[config.mk]
export PLATFORM = sky130hd
export DESIGN_NAME = tcp_tx_sar_session_table_top
export DESIGN_NICKNAME = d
export VERILOG_FILES = /design/src/design/tcpsar_pkg.sv /design/src/design/tcp_tx_sar_session_table_top.sv /design/src/design/tcpsar_mem.sv /design/src/design/tcpsar_upd.sv
export SDC_FILE = /design/constraint.sdc
export NUM_CORES = 2
export LEC_CHECK = 0
export ABC_CLOCK_PERIOD_IN_PS = 14100
export BUFFER_PORTS_ARGS = -buffer_cell sky130_fd_sc_hd__clkbuf_2
export CAP_MARGIN = 20
export CORE_UTILIZATION = 50
export CTS_CLUSTER_DIAMETER = 40
export DETAILED_ROUTE_END_ITERATION = 12
export HOLD_SLACK_MARGIN = 0.02
export PLACE_DENSITY = 0.62
export SLEW_MARGIN = 20
export SYNTH_ARGS = -nofsm -noshare
export SYNTH_HDL_FRONTEND = slang
export SYNTH_MEMORY_MAX_BITS = 65536
export SYNTH_SLANG_ARGS = --single-unit
export TNS_END_PERCENT = 50
[constraint.sdc]
create_clock -name i_clk -period 14.1 [get_ports i_clk]
set_input_delay 0.705 -clock i_clk [delete_from_list [all_inputs] [get_ports i_clk]]
set_output_delay 0.705 -clock i_clk [all_outputs]
set_load 0.02 [all_outputs]
[src/design/tcpsar_pkg.sv]
package tcpsar_pkg;

    localparam int SESSIONS = 32;
    localparam int IDX_W    = $clog2(SESSIONS);

    localparam logic [2:0] ACT_TX_RD   = 3'd0;
    localparam logic [2:0] ACT_TX_WR   = 3'd1;
    localparam logic [2:0] ACT_RTX_WR  = 3'd2;
    localparam logic [2:0] ACT_APP_PSH = 3'd3;
    localparam logic [2:0] ACT_RX_RD   = 3'd4;
    localparam logic [2:0] ACT_RX_WR   = 3'd5;

    localparam logic [1:0] KIND_TX_REPLY = 2'd0;
    localparam logic [1:0] KIND_RX_REPLY = 2'd1;
    localparam logic [1:0] KIND_ACK_PUSH = 2'd2;
    localparam logic [1:0] KIND_INIT_PSH = 2'd3;

    localparam logic [15:0] INIT_CWND = 16'h3908;
    localparam logic [15:0] INIT_SSTH = 16'hFFFF;

    localparam int FLAG_FRDY = 0;
    localparam int FLAG_FSNT = 1;
    localparam int FLAG_FRTX = 2;

    typedef struct packed {
        logic [31:0] acked;
        logic [31:0] unacked;
        logic [15:0] app;
        logic [15:0] peer_win;
        logic [15:0] cwnd;
        logic [15:0] ssth;
        logic [1:0]  dup;
        logic [2:0]  flags;
    } t_entry;

    typedef struct packed {
        logic [2:0]  action;
        logic [4:0]  session;
        logic [31:0] seq_value;
        logic        init;
        logic        fin_ready;
        logic        fin_sent;
        logic [15:0] threshold;
        logic [15:0] rx_peer_win;
        logic [15:0] rx_cwnd;
        logic [1:0]  dup_count;
        logic        fast_rexmit;
    } t_item;

    typedef struct packed {
        logic [1:0]  kind;
        logic [4:0]  session;
        logic [31:0] acked;
        logic [31:0] not_acked;
        logic [15:0] window;
        logic [15:0] app_ptr;
        logic        fin_ready;
        logic        fin_sent;
        logic [15:0] threshold;
        logic [1:0]  dup_count;
        logic        fast_rexmit;
    } t_result;

    typedef struct packed {
        logic wr;
        logic res_vld;
    } t_upd_ctl;

endpackage

[src/design/tcp_tx_sar_session_table_top.sv]
// accept registers the request and table read; the result then loads the output register
// throughput: one request per cycle unless stalled; the table read in one cycle and the
// read-modify-write in the next overlap, with the write forwarded to a read of the same
// session; a stalled full output register holds a result-bearing request, then the input
// reset: synchronous, active low; clears control and the per-entry valid bits, so every
// session reads as all zero right after reset with no clearing pass
module tcp_tx_sar_session_table_top (
    input  logic        i_clk,
    input  logic        i_rst_n,
    input  logic        i_valid,
    output logic        o_stall,
    input  logic [2:0]  i_action,
    input  logic [4:0]  i_session,
    input  logic [31:0] i_seq_value,
    input  logic        i_init,
    input  logic        i_fin_ready_in,
    input  logic        i_fin_sent_in,
    input  logic [15:0] i_threshold_in,
    input  logic [15:0] i_rx_peer_win_in,
    input  logic [15:0] i_rx_cwnd_in,
    input  logic [1:0]  i_dup_count_in,
    input  logic        i_fast_rexmit_in,
    output logic        o_valid,
    input  logic        i_stall,
    output logic [1:0]  o_result_kind,
    output logic [4:0]  o_session_out,
    output logic [31:0] o_acked_out,
    output logic [31:0] o_not_acked_out,
    output logic [15:0] o_window_out,
    output logic [15:0] o_app_ptr_out,
    output logic        o_fin_ready_out,
    output logic        o_fin_sent_out,
    output logic [15:0] o_threshold_out,
    output logic [1:0]  o_dup_count_out,
    output logic        o_fast_rexmit_out
);

    logic                 acc_in;
    logic                 exec_done;
    logic                 out_free;
    logic                 wr_en;
    logic                 r_busy;
    logic                 r_out_vld;
    tcpsar_pkg::t_item    n_item;
    tcpsar_pkg::t_item    r_item;
    tcpsar_pkg::t_entry   rd_entry;
    tcpsar_pkg::t_entry   nxt_entry;
    tcpsar_pkg::t_upd_ctl upd_ctl;
    tcpsar_pkg::t_result  res;
    tcpsar_pkg::t_result  r_out;

    assign n_item = '{
        action:      i_action,
        session:     i_session,
        seq_value:   i_seq_value,
        init:        i_init,
        fin_ready:   i_fin_ready_in,
        fin_sent:    i_fin_sent_in,
        threshold:   i_threshold_in,
        rx_peer_win: i_rx_peer_win_in,
        rx_cwnd:     i_rx_cwnd_in,
        dup_count:   i_dup_count_in,
        fast_rexmit: i_fast_rexmit_in
    };

    assign out_free  = !r_out_vld || !i_stall;
    assign exec_done = r_busy && (!upd_ctl.res_vld || out_free);
    assign o_stall   = r_busy && !exec_done;
    assign acc_in    = i_valid && !o_stall;
    assign wr_en     = exec_done && upd_ctl.wr;

    tcpsar_mem u_mem (
        .i_clk     (i_clk),
        .i_rst_n   (i_rst_n),
        .i_rd_en   (acc_in),
        .i_rd_idx  (i_session[tcpsar_pkg::IDX_W-1:0]),
        .i_wr_en   (wr_en),
        .i_wr_idx  (r_item.session[tcpsar_pkg::IDX_W-1:0]),
        .i_wr_data (nxt_entry),
        .o_rd_data (rd_entry)
    );

    tcpsar_upd u_upd (
        .i_item (r_item),
        .i_cur  (rd_entry),
        .o_nxt  (nxt_entry),
        .o_ctl  (upd_ctl),
        .o_res  (res)
    );

    always_ff @(posedge i_clk) begin
        if (!i_rst_n) begin
            r_busy    <= 1'b0;
            r_out_vld <= 1'b0;
        end else begin
            if (acc_in) begin
                r_busy <= 1'b1;
            end else if (exec_done) begin
                r_busy <= 1'b0;
            end
            if (exec_done && upd_ctl.res_vld) begin
                r_out_vld <= 1'b1;
            end else if (!i_stall) begin
                r_out_vld <= 1'b0;
            end
        end
    end

    always_ff @(posedge i_clk) begin
        if (acc_in) begin
            r_item <= n_item;
        end
        if (exec_done && upd_ctl.res_vld) begin
            r_out <= res;
        end
    end

    assign o_valid           = r_out_vld;
    assign o_result_kind     = r_out.kind;
    assign o_session_out     = r_out.session;
    assign o_acked_out       = r_out.acked;
    assign o_not_acked_out   = r_out.not_acked;
    assign o_window_out      = r_out.window;
    assign o_app_ptr_out     = r_out.app_ptr;
    assign o_fin_ready_out   = r_out.fin_ready;
    assign o_fin_sent_out    = r_out.fin_sent;
    assign o_threshold_out   = r_out.threshold;
    assign o_dup_count_out   = r_out.dup_count;
    assign o_fast_rexmit_out = r_out.fast_rexmit;

    a_no_out_overwrite: assert property (@(posedge i_clk) disable iff (!i_rst_n)
        (r_out_vld && i_stall) |-> !(exec_done && upd_ctl.res_vld))
        else $error("pending result overwritten");

    a_accept_fills_exec: assert property (@(posedge i_clk) disable iff (!i_rst_n)
        acc_in |=> r_busy)
        else $error("accepted request not in execute stage");

    a_write_only_in_exec: assert property (@(posedge i_clk) disable iff (!i_rst_n)
        wr_en |-> r_busy)
        else $error("table write without a request in execute");

    a_push_session: assert property (@(posedge i_clk) disable iff (!i_rst_n)
        (exec_done && upd_ctl.res_vld && (res.kind == tcpsar_pkg::KIND_ACK_PUSH ||
         res.kind == tcpsar_pkg::KIND_INIT_PSH)) |=> (o_session_out == $past(r_item.session)))
        else $error("push carries wrong session");

endmodule

[src/design/tcpsar_mem.sv]
module tcpsar_mem (
    input  logic                          i_clk,
    input  logic                          i_rst_n,
    input  logic                          i_rd_en,
    input  logic [tcpsar_pkg::IDX_W-1:0]  i_rd_idx,
    input  logic                          i_wr_en,
    input  logic [tcpsar_pkg::IDX_W-1:0]  i_wr_idx,
    input  tcpsar_pkg::t_entry            i_wr_data,
    output tcpsar_pkg::t_entry            o_rd_data
);

    tcpsar_pkg::t_entry r_mem [tcpsar_pkg::SESSIONS];
    logic [tcpsar_pkg::SESSIONS-1:0] r_vld;
    tcpsar_pkg::t_entry r_rd_q;
    logic               r_rd_vld;
    logic               r_fwd;
    tcpsar_pkg::t_entry r_fwd_data;

    always_ff @(posedge i_clk) begin
        if (i_wr_en) begin
            r_mem[i_wr_idx] <= i_wr_data;
        end
        if (i_rd_en) begin
            r_rd_q <= r_mem[i_rd_idx];
        end
    end

    // entries never written read as zero
    always_ff @(posedge i_clk) begin
        if (!i_rst_n) begin
            r_vld    <= '0;
            r_rd_vld <= 1'b0;
            r_fwd    <= 1'b0;
        end else begin
            if (i_wr_en) begin
                r_vld[i_wr_idx] <= 1'b1;
            end
            if (i_rd_en) begin
                r_rd_vld <= r_vld[i_rd_idx];
                r_fwd    <= i_wr_en && (i_wr_idx == i_rd_idx);
            end
        end
    end

    // write in the same cycle as a read of that entry bypasses the array
    always_ff @(posedge i_clk) begin
        if (i_rd_en) begin
            r_fwd_data <= i_wr_data;
        end
    end

    always_comb begin
        if (r_fwd) begin
            o_rd_data = r_fwd_data;
        end else if (r_rd_vld) begin
            o_rd_data = r_rd_q;
        end else begin
            o_rd_data = '0;
        end
    end

endmodule

[src/design/tcpsar_upd.sv]
module tcpsar_upd (
    input  tcpsar_pkg::t_item    i_item,
    input  tcpsar_pkg::t_entry   i_cur,
    output tcpsar_pkg::t_entry   o_nxt,
    output tcpsar_pkg::t_upd_ctl o_ctl,
    output tcpsar_pkg::t_result  o_res
);

    logic               ok;
    tcpsar_pkg::t_entry cur;

    assign ok  = 32'(i_item.session) < tcpsar_pkg::SESSIONS;
    assign cur = ok ? i_cur : '0;

    always_comb begin
        o_nxt = cur;
        o_ctl = '0;
        o_res = '0;
        unique case (i_item.action)
            tcpsar_pkg::ACT_TX_RD: begin
                o_ctl.res_vld   = 1'b1;
                o_res.kind      = tcpsar_pkg::KIND_TX_REPLY;
                o_res.acked     = cur.acked;
                o_res.not_acked = cur.unacked;
                o_res.window    = (cur.cwnd < cur.peer_win) ? cur.cwnd : cur.peer_win;
                o_res.app_ptr   = cur.app;
                o_res.fin_ready = cur.flags[tcpsar_pkg::FLAG_FRDY];
                o_res.fin_sent  = cur.flags[tcpsar_pkg::FLAG_FSNT];
            end
            tcpsar_pkg::ACT_TX_WR: begin
                o_ctl.wr      = ok;
                o_nxt.unacked = i_item.seq_value;
                if (i_item.init) begin
                    o_nxt.app   = i_item.seq_value[15:0];
                    o_nxt.acked = i_item.seq_value - 32'd1;
                    o_nxt.cwnd  = tcpsar_pkg::INIT_CWND;
                    o_nxt.ssth  = tcpsar_pkg::INIT_SSTH;
                    o_nxt.flags[tcpsar_pkg::FLAG_FRDY] = i_item.fin_ready;
                    o_nxt.flags[tcpsar_pkg::FLAG_FSNT] = i_item.fin_sent;
                    o_ctl.res_vld = ok;
                    o_res.kind    = tcpsar_pkg::KIND_INIT_PSH;
                    o_res.session = i_item.session;
                    o_res.acked   = i_item.seq_value;
                end else begin
                    // fin flags are sticky outside init
                    o_nxt.flags[tcpsar_pkg::FLAG_FRDY] =
                        cur.flags[tcpsar_pkg::FLAG_FRDY] | i_item.fin_ready;
                    o_nxt.flags[tcpsar_pkg::FLAG_FSNT] =
                        cur.flags[tcpsar_pkg::FLAG_FSNT] | i_item.fin_sent;
                end
            end
            tcpsar_pkg::ACT_RTX_WR: begin
                o_ctl.wr   = ok;
                o_nxt.ssth = i_item.threshold;
                o_nxt.cwnd = tcpsar_pkg::INIT_CWND;
            end
            tcpsar_pkg::ACT_APP_PSH: begin
                o_ctl.wr  = ok;
                o_nxt.app = i_item.seq_value[15:0];
            end
            tcpsar_pkg::ACT_RX_RD: begin
                o_ctl.res_vld     = 1'b1;
                o_res.kind        = tcpsar_pkg::KIND_RX_REPLY;
                o_res.acked       = cur.acked;
                o_res.not_acked   = cur.unacked;
                o_res.window      = cur.cwnd;
                o_res.threshold   = cur.ssth;
                o_res.dup_count   = cur.dup;
                o_res.fast_rexmit = cur.flags[tcpsar_pkg::FLAG_FRTX];
            end
            tcpsar_pkg::ACT_RX_WR: begin
                o_ctl.wr       = ok;
                o_nxt.acked    = i_item.seq_value;
                o_nxt.peer_win = i_item.rx_peer_win;
                o_nxt.cwnd     = i_item.rx_cwnd;
                o_nxt.dup      = i_item.dup_count;
                o_nxt.flags[tcpsar_pkg::FLAG_FRTX] = i_item.fast_rexmit;
                o_ctl.res_vld  = ok;
                o_res.kind     = tcpsar_pkg::KIND_ACK_PUSH;
                o_res.session  = i_item.session;
                o_res.acked    = i_item.seq_value;
            end
            default: begin
                o_ctl = '0;
            end
        endcase
    end

endmodule

== After elaboration in Yosys (flattened, before gate mapping) ==
Memories as Yosys holds them, arrays and structs flattened. A register that Yosys moved wholly into a read port is not among the register bits.
Index checks and enable logic that the tools add are counted.
Operators by class
  add/subtract/negate cells: 1
  magnitude comparators: 4
  equal/unequal tests: 7
  multiplexer cells: 33
  bitwise operators: 3
  reductions and logical operators: 19
Operator list (number)
  2-to-1 mux 133 bit: 2
  2-to-1 mux 32 bit: 3
  one-hot mux 32 bit (3 select lines): 1
  one-hot mux 48 bit (2 select lines): 1
  one-hot mux 16 bit (2 select lines): 2
  one-hot mux 32 bit (2 select lines): 1
  2-to-1 mux 16 bit: 3
  one-hot mux 16 bit (3 select lines): 1
  2-to-1 mux 39 bit: 1
  OR 32 bit: 1
  subtractor 32 x 1 -> 32 bit (second input constant): 1
  < comparator 16 bit: 1
  < comparator 5 x 6 -> 1 bit (second input constant): 2
  2-to-1 mux 1 bit: 10
  one-hot mux 5 bit (2 select lines): 1
  logical AND 1 bit: 7
  == test 3 x 2 -> 1 bit (second input constant): 2
  == test 3 bit (second input constant): 2
  one-hot mux 2 bit (3 select lines): 1
  binary-select mux 1 bit (select 5 bit): 1
  demux 1 bit (select 5 bit): 1
  == test 5 bit: 1
  >= comparator 5 x 1 -> 1 bit (second input constant): 1
  logical NOT 1 bit: 5
  12 further kinds: 15
Storage, ports and cells
  register bits after elaboration: 387
  bits in writable memories: 4256
  bits of input ports: 98
  output and inout port bits: 126
  logic and storage cells: 103
  memories kept: 1
Memories
  u_mem.r_mem: words 32, width 133, rd ports 1, clocked after memory_dff 1, wr ports 1, line tcpsar_mem.sv:12  | tcpsar_pkg::t_entry r_mem [tcpsar_pkg::SESSIONS];

== Longest topological paths before layout ==
  depth after elaboration: 11
  mapped depth: 14
  mapped depth without buffers: 10

== Hierarchy ==
From an unflattened synthesis, not the netlist that was laid out.
Unflattened totals
  cell total of the unflattened synthesis: 7658
  area total of the unflattened synthesis: 182257.3 um2
Modules (own cells, without submodules)
  tcpsar_mem: instances 1, cells an instance 6799, area each 171523.3 um2, seq. area each 136470.9 um2
  tcp_tx_sar_session_table_top: instances 1, cells an instance 229, area each 6641.4 um2, seq. area each 6586.3 um2
  tcpsar_upd: instances 1, cells an instance 630, area each 4092.7 um2, seq. area each 0.0 um2

== Worst setup path after synthesis ==
OpenSTA, ideal clock, no wires.
  path kind: reg2reg
  from: register r_item[53] (netlist bit)
  to: memory u_mem.r_mem[12][0] (netlist bit), enable pin
  library setup time: 790 ps
  arrival: 10666 ps
  data required time: 13310 ps
  path slack: 2644 ps
  stages on the path, launching flop included: 6
  path buffers: 0
  clock period less this slack: 11456 ps
  path through: edfxtp_1 -> or3b_2 -> nor3b_1 -> nor3b_1 -> nand3b_1 -> nor3_1
Between the ends
  longest elaborated chain between the ends: 8
Ends and longest elaborated chain
  from (decl): line tcp_tx_sar_session_table_top.sv:45  | tcpsar_pkg::t_item r_item;
  from (signal assigned): line tcp_tx_sar_session_table_top.sv:111  | r_item <= n_item;
  2-to-1 mux 1 bit: line tcpsar_upd.sv:33  | if (i_item.init) begin
  one-hot mux 1 bit (2 select lines): line tcpsar_upd.sv:19  | unique case (i_item.action)
  logical NOT 1 bit: line tcp_tx_sar_session_table_top.sv:67  | assign exec_done = r_busy && (!upd_ctl.res_vld || out_free);
  logical OR 1 bit: line tcp_tx_sar_session_table_top.sv:67
  logical AND 1 bit: line tcp_tx_sar_session_table_top.sv:67
  logical AND 1 bit: line tcp_tx_sar_session_table_top.sv:70  | assign wr_en = exec_done && upd_ctl.wr;
  2-to-1 mux 1 bit: line tcpsar_mem.sv:20  | if (i_wr_en) begin
  2-to-1 mux 1 bit (implied by the code): line tcpsar_mem.sv:21  | r_mem[i_wr_idx] <= i_wr_data;
  to (decl): line tcpsar_mem.sv:12
No other way between the ends.

== Worst setup path in the final report ==
  from: register r_item[53] (netlist bit)
  to: memory u_mem.r_mem[30][43] (netlist bit), enable pin
The elaborated chain is that of the path after synthesis.

==> run_results.csv <==
group,metric,value,unit
cells_and_area,area_growth,16.24,%
timing,setup_viol,0,
clocking,cts_setup_buffers,0,
die,ios,224,
detailed_routing,wl,483.1,mm
power,leakage,67.27,nW
hold_path,min_path_type,"in -> reg",
timing,hold_viol,0,
die,core,360000,um2
yosys,avgSynthCellArea,24.02,um2
power,power_frac_clock,46.4,%
clocking,cts.clk_slew.worst_paths,0.06,ns
die,die_h,604.5,um
placed_design,place_hpwl,234.1,mm
yosys,synth_ff_type,"edfxtp_1",
run_status,outcome,"finished clean",
clocking,ctsHoldBuffers,90,
clocking,cts_resized,0,
global_routing,grt_max_degree,164,
global_routing,grtUsageTotal,26.38,%
power,pwr-share-seq,49.2,%
yosys,yosysTopAreaCell,"edfxtp_1",
power,combPwrFrac,4.4,%
yosys,synth_seq_cells,4776,
die,fp.dieW,604.5,um
timing,finalMaxSlewViolations,0,
clocking,cts_root_buf,"clkbuf_16",
placed_design,port_buffers,223,
clocking,clock_sinks,4776,
worst_setup_path,end_kind,"flip-flop",
timing,worst_slack,8.098,ns
yosys,synth_area_leaders,"edfxtp_1, mux4_2, mux2_2, clkbuf_1, a22oi_1",
yosys,synthCells,7556,
timing,tightest_slew,1.273,ns
power,intPower,25.41,mW
die,start_util,50.40,%
cells_and_area,fillerInstances,25240,
yosys,synth.top_cell.area_share,78.43,%
cells_and_area,ff_latch_area,143100,um2
power,switching_power,6.910,mW
timing,min_period_over_period,42.56,%
power,power.density,153.2,nW/um2
yosys,synthArstFlopShare,0,%
global_routing,grt_pass1_wl,675.2,mm
yosys,synth_edf_count,4740,
power,peakVddDrop,0.1235,mV
worst_setup_path,r2r_slack,8.10,ns
timing,rsz0062_at_grt,"no",
cells_and_area,multi_input_area,37800,um2
cells_and_area,layout-drive-gt1-share,34.43,%
timing,hold_ws,0.1866,ns
worst_setup_path,crit_required,14.76,ns
detailed_routing,drc,0,
detailed_routing,drtAntennaViolNets,0,
cells_and_area,final_core_util,58.59,%
worst_setup_path,cp_max_fo,33,
yosys,yosysSeqAreaShare,78.83,%
global_routing,first_global_vias,88960,
timing,fin_setup_tns,0,ns
detailed_routing,drt_iter0_drc,11660,
die,rows,220,
clocking,cts_max_level,6,
yosys,synth_cell_types,62,
worst_setup_path,critPathLaunchType,"flip-flop",
detailed_routing,avgViaCountPerCell,6.430,
detailed_routing,vias,87080,
timing,slew-limit-headroom,15.11,%
detailed_routing,wl_per_cell,35.67,um
worst_setup_path,critical_path_class,"reg -> reg",
placed_design,place_area,190000,um2
yosys,yosys_warnings,0,
yosys,syn_nets,7668,
die,die_area,365400,um2
global_routing,gr-total-overflow,0,
worst_setup_path,worstPathArrival,6.66,ns
yosys,ys_top_cells_by_count,"edfxtp_1, mux4_2, clkbuf_1, nor2_1, a22oi_1",
cells_and_area,nets,8405,
placed_design,gp_congestion,0.8031,
yosys,synthesis.area,181500,um2
run,maxCapViolations,0,
clocking,clk_path_buf_depth,4,
global_routing,antenna_found_initial,12,
clocking,cts_buffers,580,
clocking,clkLatencyLatePin,1.04,ns
cells_and_area,fin_area,211000,um2
timing,fmax,0.1666,GHz
timing,fin_crit,6.002,ns
power,p_sw_share,21.38,%
yosys,yosysMostFrequentCell,"edfxtp_1",
timing,skew,0.04952,ns
placed_design,dp_slack,8.167,ns
detailed_routing,firstDrtPassIters,6,
clocking,tritoncts,"yes",
## final timing paths
kind	start	endpoint	depth (start not counted)
setup / recovery	r_item[53]$_DFFE_PP_	u_mem.r_mem[30][43]$_DFFE_PP_	8
hold / removal	i_session[4]	r_item[90]$_DFFE_PP_	1
setup reg to reg	r_item[53]$_DFFE_PP_	u_mem.r_mem[30][43]$_DFFE_PP_	8
hold reg to reg	u_mem.r_vld[14]$_SDFFE_PN0P_	u_mem.r_vld[14]$_SDFFE_PN0P_	1
## sequential cells by signal, indices dropped and copies added, names as in the netlist
signal / count
o_acked_out: 32
u_mem.r_mem: 4256
u_mem.r_vld: 32
o_dup_count_out: 2
o_window_out: 16
u_mem.r_rd_vld: 1
o_threshold_out: 16
o_app_ptr_out: 16
u_mem.r_fwd: 1
o_valid: 1
o_not_acked_out: 32
r_busy: 1
u_mem.r_rd_q: 133
o_fast_rexmit_out: 1
o_result_kind: 2
r_item: 94
o_fin_sent_out: 1
o_session_out: 5
o_fin_ready_out: 1
u_mem.r_fwd_data: 133
## power groups by stage
stage          clock network [mW]  logic [mW]  registers [mW]
2_1_floorplan                   0       0.890            16.2
3_3_place_gp                    0        1.35            16.2
3_5_place_dp                    0        1.39            16.2
4_1_cts                      15.2        1.41            15.9
5_1_grt                      15.7        1.50            15.9
6_report                     15.0        1.41            15.9
## cell usage in the layout (no fill, tap or decap), types with 60 or more instances in the layout
cell type and n:
nor2_1 200, edfxtp_1 4740, clkinv_1 71, clkbuf_2 218, a22oi_1 140, clkinv_2 70
buf_4 225, nand2_1 65, clkbuf_16 591, dlygate4sd3_1 90, mux4_2 1339, mux2_2 134
clkbuf_1 73, inv_6 60, bufinv_16 65
## routing by layer
metal | global-route usage, % | routed length, um | share of wire, %
met2 | 43.76 | 242700 | 50
met5 | 0 | 10 | 0.0021
met3 | 3.973 | 37300 | 7.7
met1 | 36.56 | 187600 | 39
met4 | 8.095 | 15500 | 3.2
## worst max-delay path, cell delays in order (launching register included)
cell and delay (ns):
edfxtp_1 0.73, or3b_2 0.62, nor3b_1 0.21, nor3b_1 0.51, nand3_1 0.40, nor2_4 0.86, buf_4 0.78, buf_4 0.80
buf_4 0.57
## final cells by class
class,instances,area share [%]
antenna,9,0.01068
clock buffer,669,7.173
clock inverter,381,2.095
inverter,25,0.04864
multi-input combinational,2337,17.92
sequential,4776,67.82
tap,4773,2.831
timing repair buffer,573,2.106
## cells by family (layout without fill, tap and decap cells)
group / after synthesis / in the layout / synth area share (%)
flops: 4776 / 4776 / 78.83
mux: 1479 / 1479 / 17.48
buf+inv: 443 / 1648 / 0.9914
compound gates: 423 / 423 / 1.504
simple gates: 413 / 413 / 1.058
fa+ha+maj: 15 / 15 / 0.1020
xor+xnor: 7 / 7 / 0.03378
other cells: 0 / 9 / 0
## per-stage QoR
step / total power [mW] / instances
floorplan: 17.10 / 7556
global placement: 17.55 / 12390
detailed placement: 17.59 / 12390
CTS: 32.49 / 13530
global route: 33.14 / 13540
finish: 32.32 / 13540
No activity file was read; power rests on OpenSTA's default activity.
